--- src/rtl/core/fcac_pkg.sv ---
// Shared types, codes and the byte-wise CRC-16 step for the frame checksum block.
// No dependencies; used by every other file of the block.
`default_nettype none

package fcac_pkg;

   // configuration register indexes
   localparam logic CSR_CHECKSUM_KIND  = 1'b0;
   localparam logic CSR_OPERATION_MODE = 1'b1;

   // checksum_kind codes
   localparam logic KIND_CRC16 = 1'b0;
   localparam logic KIND_XOR8  = 1'b1;

   // operation_mode codes
   localparam logic MODE_APPEND = 1'b0;
   localparam logic MODE_CHECK  = 1'b1;

   // CRC-16 CCITT polynomial, MSB first
   localparam logic [15:0] CRC_POLY = 16'h1021;

   // saturation limit of the per-frame byte count
   localparam logic [1:0] SEEN_MAX = 2'd3;

   // bytes of trailer per checksum kind
   localparam logic [1:0] CRC16_TRAILER = 2'd2;
   localparam logic [1:0] XOR8_TRAILER  = 2'd1;

   typedef enum logic [1:0] {
      VERDICT_NONE  = 2'd0,
      VERDICT_PASS  = 2'd1,
      VERDICT_FAIL  = 2'd2,
      VERDICT_SHORT = 2'd3
   } verdict_type;

   // one result transfer
   typedef struct packed {
      logic [7:0]  out_byte;
      verdict_type verdict;
      logic        result_last;
   } result_type;

   // all results caused by one input byte, emitted r0 first
   typedef struct packed {
      logic [1:0] count;
      result_type r0;
      result_type r1;
      result_type r2;
   } bundle_type;

   // one byte through the CRC register, eight shift steps
   function automatic logic [15:0] crc_byte(input logic [15:0] crc, input logic [7:0] b);
      logic [15:0] c;
      c = crc ^ {b, 8'h00};
      for (int k = 0; k < 8; k++) begin
         if (c[15]) begin
            c = {c[14:0], 1'b0} ^ CRC_POLY;
         end else begin
            c = {c[14:0], 1'b0};
         end
      end
      return c;
   endfunction

endpackage

`default_nettype wire

--- src/rtl/core/fcac_core.sv ---
// Running checksum state and result builder: one byte per accepted transfer.
// Depends on fcac_pkg.
`default_nettype none

module fcac_core (
   input  wire logic                 clock,
   input  wire logic                 reset,
   input  wire logic                 accept,
   input  wire logic [7:0]           data_byte,
   input  wire logic                 frame_end,
   input  wire logic                 checksum_kind,
   input  wire logic                 operation_mode,
   output fcac_pkg::bundle_type      bundle
);

   logic [15:0] sum_ff, sum_in, sum_upd;
   logic [1:0]  seen_ff, seen_in, seen_upd;
   logic [1:0]  need;
   fcac_pkg::verdict_type verdict;

   // checksum and byte count after this byte
   always_comb begin
      if (checksum_kind == fcac_pkg::KIND_XOR8) begin
         sum_upd = {8'h00, sum_ff[7:0] ^ data_byte};
         need    = fcac_pkg::XOR8_TRAILER;
      end else begin
         sum_upd = fcac_pkg::crc_byte(sum_ff, data_byte);
         need    = fcac_pkg::CRC16_TRAILER;
      end
      seen_upd = (seen_ff == fcac_pkg::SEEN_MAX) ? seen_ff : seen_ff + 2'd1;
   end

   // check verdict: residue over the whole frame must be zero
   always_comb begin
      if (seen_upd < need) begin
         verdict = fcac_pkg::VERDICT_SHORT;
      end else if (sum_upd == 16'h0000) begin
         verdict = fcac_pkg::VERDICT_PASS;
      end else begin
         verdict = fcac_pkg::VERDICT_FAIL;
      end
   end

   // results for this byte
   always_comb begin
      bundle = '0;
      if (operation_mode == fcac_pkg::MODE_APPEND) begin
         bundle.count = 2'd1;
         bundle.r0    = '{data_byte, fcac_pkg::VERDICT_NONE, 1'b0};
         if (frame_end) begin
            if (checksum_kind == fcac_pkg::KIND_XOR8) begin
               bundle.count = 2'd2;
               bundle.r1    = '{sum_upd[7:0], fcac_pkg::VERDICT_NONE, 1'b1};
            end else begin
               bundle.count = 2'd3;
               bundle.r1    = '{sum_upd[15:8], fcac_pkg::VERDICT_NONE, 1'b0};
               bundle.r2    = '{sum_upd[7:0], fcac_pkg::VERDICT_NONE, 1'b1};
            end
         end
      end else if (frame_end) begin
         bundle.count = 2'd1;
         bundle.r0    = '{8'h00, verdict, 1'b1};
      end
   end

   // state clears after every frame end
   always_comb begin
      sum_in  = sum_ff;
      seen_in = seen_ff;
      if (accept) begin
         sum_in  = frame_end ? 16'h0000 : sum_upd;
         seen_in = frame_end ? 2'd0 : seen_upd;
      end
   end

   always_ff @(posedge clock) begin
      if (reset) begin
         sum_ff  <= '0;
         seen_ff <= '0;
      end else begin
         sum_ff  <= sum_in;
         seen_ff <= seen_in;
      end
   end

endmodule

`default_nettype wire

--- src/rtl/core/fcac_emit.sv ---
// Output register: holds the results of one byte and sends them one per transfer.
// Depends on fcac_pkg.
`default_nettype none

module fcac_emit (
   input  wire logic                 clock,
   input  wire logic                 reset,
   input  wire logic                 load,
   input  wire fcac_pkg::bundle_type bundle,
   output logic                      free,
   output logic                      rsp_tvalid,
   input  wire logic                 rsp_tready,
   output fcac_pkg::result_type      result
);

   logic                 valid_ff, valid_in;
   logic [1:0]           idx_ff, idx_in;
   fcac_pkg::bundle_type held_ff, held_in;
   logic                 done;

   assign rsp_tvalid = valid_ff;

   // current result by position
   always_comb begin
      case (idx_ff)
         2'd0:    result = held_ff.r0;
         2'd1:    result = held_ff.r1;
         default: result = held_ff.r2;
      endcase
   end

   // last held result leaves this cycle
   assign done = valid_ff && rsp_tready && (idx_ff == held_ff.count - 2'd1);
   assign free = !valid_ff || done;

   always_comb begin
      valid_in = valid_ff;
      idx_in   = idx_ff;
      held_in  = held_ff;
      if (load) begin
         valid_in = 1'b1;
         idx_in   = 2'd0;
         held_in  = bundle;
      end else if (done) begin
         valid_in = 1'b0;
      end else if (valid_ff && rsp_tready) begin
         idx_in = idx_ff + 2'd1;
      end
   end

   always_ff @(posedge clock) begin
      if (reset) begin
         valid_ff <= 1'b0;
         idx_ff   <= '0;
      end else begin
         valid_ff <= valid_in;
         idx_ff   <= idx_in;
      end
      held_ff <= held_in;
   end

endmodule

`default_nettype wire

--- src/rtl/core/frame_checksum_append_check.sv ---
// Top level of the frame checksum appender and checker.
// Depends on fcac_pkg, fcac_core and fcac_emit.
`default_nettype none

// Takes one message byte per transfer, last byte marked by req_tlast, and keeps a
// running CRC-16 CCITT (poly 0x1021, init 0, no final XOR) or XOR-8 checksum.
// Append mode echoes each byte and, after the last, sends the trailer (CRC high
// then low byte, or the XOR byte). Check mode sends nothing until the last byte,
// then one verdict in rsp_tuser (1 correct, 2 wrong, 3 too short). rsp_tlast marks
// the final result of a frame. A byte is taken every cycle as long as its results
// can leave at one per cycle: while rsp_tready is high, bytes that cause one result
// or none sustain one byte per cycle, and a last byte in append mode holds the input
// while the single output register drains. A byte's first result is valid in the cycle
// after its transfer. Configuration must be written while idle; the block does not enforce it.
module frame_checksum_append_check (
   input  wire logic       clock,
   input  wire logic       reset,
   // input stream
   input  wire logic       req_tvalid,
   output logic            req_tready,
   input  wire logic [7:0] req_tdata,   // [7:0] data_byte
   input  wire logic       req_tlast,   // frame_end
   // result stream
   output logic            rsp_tvalid,
   input  wire logic       rsp_tready,
   output logic [7:0]      rsp_tdata,   // [7:0] out_byte
   output logic [1:0]      rsp_tuser,   // [1:0] verdict
   output logic            rsp_tlast,   // result_last
   // configuration writes
   input  wire logic       csr_we,
   input  wire logic       csr_index,
   input  wire logic       csr_wdata
);

   logic                 kind_ff, kind_in;
   logic                 mode_ff, mode_in;
   logic                 accept;
   logic                 free;
   fcac_pkg::bundle_type bundle;
   fcac_pkg::result_type result;

   // register writes
   always_comb begin
      kind_in = kind_ff;
      mode_in = mode_ff;
      if (csr_we) begin
         unique case (csr_index)
            fcac_pkg::CSR_CHECKSUM_KIND:  kind_in = csr_wdata;
            fcac_pkg::CSR_OPERATION_MODE: mode_in = csr_wdata;
            default: ;
         endcase
      end
   end

   always_ff @(posedge clock) begin
      if (reset) begin
         kind_ff <= fcac_pkg::KIND_CRC16;
         mode_ff <= fcac_pkg::MODE_APPEND;
      end else begin
         kind_ff <= kind_in;
         mode_ff <= mode_in;
      end
   end

   // input transfer whenever the output register frees up this cycle
   assign req_tready = free;
   assign accept     = req_tvalid && req_tready;

   fcac_core u_core (
      .clock          (clock),
      .reset          (reset),
      .accept         (accept),
      .data_byte      (req_tdata),
      .frame_end      (req_tlast),
      .checksum_kind  (kind_ff),
      .operation_mode (mode_ff),
      .bundle         (bundle)
   );

   fcac_emit u_emit (
      .clock      (clock),
      .reset      (reset),
      .load       (accept && (bundle.count != 2'd0)),
      .bundle     (bundle),
      .free       (free),
      .rsp_tvalid (rsp_tvalid),
      .rsp_tready (rsp_tready),
      .result     (result)
   );

   assign rsp_tdata = result.out_byte;
   assign rsp_tuser = result.verdict;
   assign rsp_tlast = result.result_last;

endmodule

`default_nettype wire

--- config.mk ---
export PLATFORM = sky130hd
export DESIGN_NAME = frame_checksum_append_check
export DESIGN_NICKNAME = d
export VERILOG_FILES = /design/src/rtl/core/fcac_pkg.sv /design/src/rtl/core/fcac_core.sv /design/src/rtl/core/fcac_emit.sv /design/src/rtl/core/frame_checksum_append_check.sv
export SDC_FILE = /design/constraint.sdc
export NUM_CORES = 1
export LEC_CHECK = 0
export ABC_AREA = 1
export BUFFER_PORTS_ARGS = -buffer_cell sky130_fd_sc_hd__buf_2
export CAP_MARGIN = 20
export CORE_MARGIN = 5
export CORE_UTILIZATION = 55
export CTS_BUF_LIST = sky130_fd_sc_hd__clkbuf_4 sky130_fd_sc_hd__clkbuf_8
export DETAILED_ROUTE_END_ITERATION = 16
export PLACE_DENSITY = 0.75
export SLEW_MARGIN = 20
export SYNTH_ARGS = -nofsm -noshare
export SYNTH_HDL_FRONTEND = slang
export SYNTH_SLANG_ARGS = --single-unit
export TNS_END_PERCENT = 1
--- constraint.sdc ---
create_clock -name clock -period 7 [get_ports clock]
set_input_delay 0.7 -clock clock [delete_from_list [all_inputs] [get_ports clock]]
set_output_delay 0.7 -clock clock [all_outputs]
set_load 0.1 [all_outputs]
; ---- Word-level counts from Yosys, hierarchy flattened
; Cells that the tools add are included.
; W data, S select, Z words.
[word_totals]
ff_bits = 58
in_bits = 16
output_inout_bits = 13
wordCells = 84
[op_classes]
n_addsub = 3
n_lt_le_gt_ge = 1
n_eq_ne = 3
n_mux = 31
bitwise = 13
n_reduce_logical = 17
[op_table]
columns = cell, count
row1 = $mux W16, 9
row2 = $mux W13, 9
row3 = $not A3 Y3, 8
row4 = $pmux W11 S2, 1
row5 = $logic_not A16 Y1, 1
row6 = $xor A16 B16 Y16, 1
row7 = $mux W12, 1
row8 = $mux W2, 6
row9 = $mux W11, 1
row10 = $reduce_and A2 Y1, 4
row11 = $xor A8 B8 Y8, 1
row12 = $add A2 B1 Y2 const B, 2
row13 = $logic_and A1 B1 Y1, 4
row14 = $mux W1, 4
row15 = $reduce_bool A2 Y1, 2
row16 = $reduce_or A2 Y1, 2
row17 = $not A1 Y1, 3
row18 = $reduce_or A3 Y1, 1
row19 = $eq A2 B1 Y1 const B, 1
row20 = $eq A2 B2 Y1, 1
row21 = $eq A2 B2 Y1 const B, 1
row22 = $logic_not A2 Y1, 1
row23 = $lt A2 B2 Y1, 1
row24 = $sub A2 B1 Y2 const B, 1
row25 = other kinds (2), 2

; ---- Logic depth before layout (Yosys ltp)
[logic_depth]
depth_word = 33
depth_mapped = 13
mapped_depth_nobuf = 13

; ---- Modules after synthesis
; Synthesis repeated with hierarchy kept, for this count alone.
[hier_totals]
cells_unflattened = 433
hier_area_um2 = 3263.1
[by_module_without_submodules]
columns = mod, instances, cells_per_inst, area_per_inst_um2, seq_area_each_um2
row1 = fcac_core, 1, 311, 1702.9, 360.3
row2 = fcac_emit, 1, 105, 1458.9, 1111.1
row3 = frame_checksum_append_check, 1, 17, 101.3, 40.0

; ---- Least setup slack after synthesis
; No wires, ideal clock.
[synth_timing]
path_type = register -> register
start = register u_emit.valid_ff (netlist: u_emit.rsp_tvalid)
end = register u_emit.held_ff[0] (netlist bit) (enable)
setup_ps = 420
arrival_ps = 2858
required_ps = 6580
path_slack_ps = 3722
path_stages_with_launch = 6
path_buffers = 0
cell_sequence = dfxtp_1 > nand3_2 > nand2_2 > inv_2 > nand2_4 > nor2_1
[synth_between]
elab_chain_len = 5
[synth_rtl]
columns = element, line_no
row1 = start: declaration, fcac_emit.sv:16  ; logic valid_ff, valid_in;
row2 = start signal: assignment, fcac_emit.sv:56  ; valid_ff <= valid_in;
row3 = $logic_and A1 B1 Y1 (2 in series), fcac_emit.sv:33  ; assign done = valid_ff && rsp_tready && (idx_ff == held_ff.count - 2'd1);
row4 = $logic_or A1 B1 Y1 *, fcac_emit.sv:34  ; assign free = !valid_ff || done;
row5 = via req_tready, frame_checksum_append_check.sv:20  ; output logic req_tready,
row6 = $logic_and A1 B1 Y1 *, frame_checksum_append_check.sv:67  ; assign accept = req_tvalid && req_tready;
row7 = $logic_and A1 B1 Y1 *, frame_checksum_append_check.sv:83  ; .load (accept && (bundle.count != 2'd0)),
row8 = via u_emit.load, fcac_emit.sv:8  ; input wire logic load,
row9 = end signal: assignment, fcac_emit.sv:59  ; held_ff <= held_in;
row10 = end: declaration, fcac_emit.sv:18  ; fcac_pkg::bundle_type held_ff, held_in;
; Mark *: on every way through the listed nets, which the timed path passes. The rest lies on a longest branch.
; A chain may end at the register's enable or synchronous reset.

; ---- Worst setup path in the final report
[layout_timing]
start = register u_emit.idx_ff[1]
end = output port rsp_tlast
[layout_between]
elab_chain_len = 2
[layout_rtl]
columns = element, line_no
row1 = start: declaration, fcac_emit.sv:17  ; logic [1:0] idx_ff, idx_in;
row2 = start signal: assignment, fcac_emit.sv:57  ; idx_ff <= idx_in;
row3 = $eq A2 B1 Y1 / $logic_not A2 Y1 (equally long branches), fcac_emit.sv:25  ; case (idx_ff)
row4 = $pmux W11 S2 *, fcac_emit.sv:25
row5 = end: declaration, frame_checksum_append_check.sv:28  ; output logic rsp_tlast,
; Mark *: on every way between the ends. The rest lies on a longest branch, timed or not.

==> results.toml <==
[sta]
skew_ns = 0.0117
fmax_mhz = 335
worst_pin_slew_ns = 0.603
rsz0062_at_grt = "false"
slew_headroom_pct = 59.6
fin_crit_sh_pct = 42.6
setup_viol = 0
finalMaxSlewViolations = 0
finalHoldViolations = 0
fin_crit_ns = 2.98
tns_ns = 0

[clock_network]
clk_path_buf_depth = 2
htreeDepth = 2
path_clk_slew_ns = 0.10
hold_buffers = 0
cts_resized = 0
clk_latency_ns = 0.31
cts_tree = "done"
cts_sinks = 54
cts_setup_buffers = 0
numCtsBuffers = 5
clock-root-buffer = "clkbuf_8"

[critical_path]
cp-start-kind = "register"
cp.required_ns = 6.30
crit_arrival_ns = 2.28
startpoint = "u_emit.idx_ff[1]"
path_max_fanout = 12
path_class = "reg2out"
crit_slowest_cell = "nor2_1"
worst_setup_path_end_kind = "output pin"
r2r_start = "kind_ff"
max_stage_delay_ns = 0.54
path_cells = "inv_2, ha_1, nor2_1, a22oi_1, nand2_1, buf_2"

[global_route]
use_met3_pct = 2.96
top_usage_layer = "met2"
antenna_found_initial = 0
first_global_vias = 2360
track_usage_pct = 19.3
use_met1_pct = 28.6
grt_pass1_wl_um = 11200
grt_max_degree = 33
gr-total-overflow = 0
use_met2_pct = 29.8

[finish]
final_nets = 440
layout-drive-gt1-share_pct = 15.6
finalCoreUtilization_pct = 60.6
antenna_cells = 0
finalNonFillerCells = 494
fin_area_um2 = 3280
area_growth_pct = 8.72

[synth]
synthesis.area_um2 = 3010
ys_ff_latch = 54
seq_area_frac_synth_pct = 46.2
synth-async-reset-ratio_pct = 0
yosysTopAreaCell = "edfxtp_1"
yosysWarnings = 0
syn-num-nets = 415
ys.flop_type = "edfxtp_1"
ys_top_cells_by_count = "128 x nand2_1, 40 x inv_1, 34 x a21oi_1"
avgSynthCellArea_um2 = 7.61
ys_top_cells_by_area = "edfxtp_1 31%, nand2_1 16%, dfxtp_1 15%"
synth_edf_count = 31
yosysMostFrequentCell = "nand2_1"
ys_types = 30
synthCells = 396
yosysTopAreaCellShare_pct = 30.9

[floorplan]
ioPinCount = 29
core_um2 = 5410
start_util_pct = 55.7
die_h_um = 84.0
dieArea_um2 = 7060
rows = 27
die_w_um = 84.0

[route]
vias = 2569
wl_per_cell_um = 13.0
drcViolationCount = 0
ant_nets = 0
dr.first_iter.drc_count = 156
drt_first_pass_iters = 7
viasPerCell = 5.20
wl_um = 6430

[run]
maxCapViolations = 0

[power]
power_w = 0.000795
ir_drop_mv = 0.107
leakage_nw = 1.47
power_density_nw_per_um2 = 243

[hold_path]
hold_start = "u_core.seen_ff[1]"
hold_path.class = "reg2reg"

[placed_design]
placed_area_um2 = 3180
port_buffers = 28
hpwlAfterDp_um = 4800
place_congestion = 0.863
dp.cells = 486

[outcome]
outcome = "completed"
placed cells by master (no fill, tap or decap), types with 2 or more instances in the layout:
cell type and n:
nor2_1 32, nand4_1 5, nand2_2 4, nand4_2 2, nand3_2 6, nand2_1 128
ha_1 3, a22oi_1 13, nor2_2 2, dfxtp_1 23, inv_1 40, edfxtp_1 31
a21oi_1 34, nand3_1 29, clkbuf_8 6, o21ai_0 12, nor3_1 3, buf_2 28
inv_2 10
flip-flops by register name, indices dropped and copies added, names as in the netlist:
signal / count
u_emit.rsp_tvalid: 1
kind_ff: 1
u_core.seen_ff: 2
mode_ff: 1
u_emit.idx_ff: 2
u_core.sum_ff: 16
u_emit.held_ff: 31
critical path, delay by kind of cell, from the launching register on:
family	cells	cell delay [ns]
buf+inv	2	0.49
fa+ha+maj	1	0.33
simple gates	2	0.63
flops	1	0.38
compound gates	1	0.14
per-layer routing:
metal	up-vias	wire (um)	part of all wire [%]
met1	1127	3080	48
met2	83	2910	45
met5	-	0	0
li1	1347	-	-
met4	0	71	1.1
met3	12	365	5.7
through the flow:
stage,setup slack (ns),hold WS (ns)
after floorplan,3.72,0.453
after global placement,4.43,0.466
after detailed placement,4.34,0.468
after CTS,4.00,0.485
after global routing,3.85,0.510
final,4.02,0.480
report_power, final:
group	leakage, nW	total (W)	switching, W	internal [W]
clock	0.0478	0.000184	0.000103	0.0000816
sequential	0.489	0.000383	0.0000152	0.000368
combinational	0.932	0.000228	0.000176	0.0000513
layout make-up:
cell class,instances,area (um^2)
clock buffer,6,82.6
clock inverter,2,16.3
fill,495,2130
inverter,51,194
multi-input combinational,280,1350
sequential,54,1390
tap,72,90.1
timing repair buffer,29,148
path summary, 6_finish.rpt:
kind | endpoint | slack, ns | depth (start not counted)
setup / recovery | rsp_tlast | 4.02 | 6
hold / removal | u_core.seen_ff[1] | 0.48 | 2
setup reg to reg | u_emit.held_ff[24] | 5.01 | 9
hold reg to reg | u_core.seen_ff[1] | 0.48 | 2
kinds of logic (layout without fill, tap and decap cells):
family / after synthesis / in the layout / synth area share, %
xor+xnor: 2 / 2 / 0.582
buf+inv: 62 / 88 / 8.97
simple gates: 214 / 214 / 31.7
flops: 54 / 54 / 46.2
fa+ha+maj: 3 / 3 / 1.25
compound gates: 61 / 61 / 11.3
Note: power is estimated with default switching activity, not from simulation.
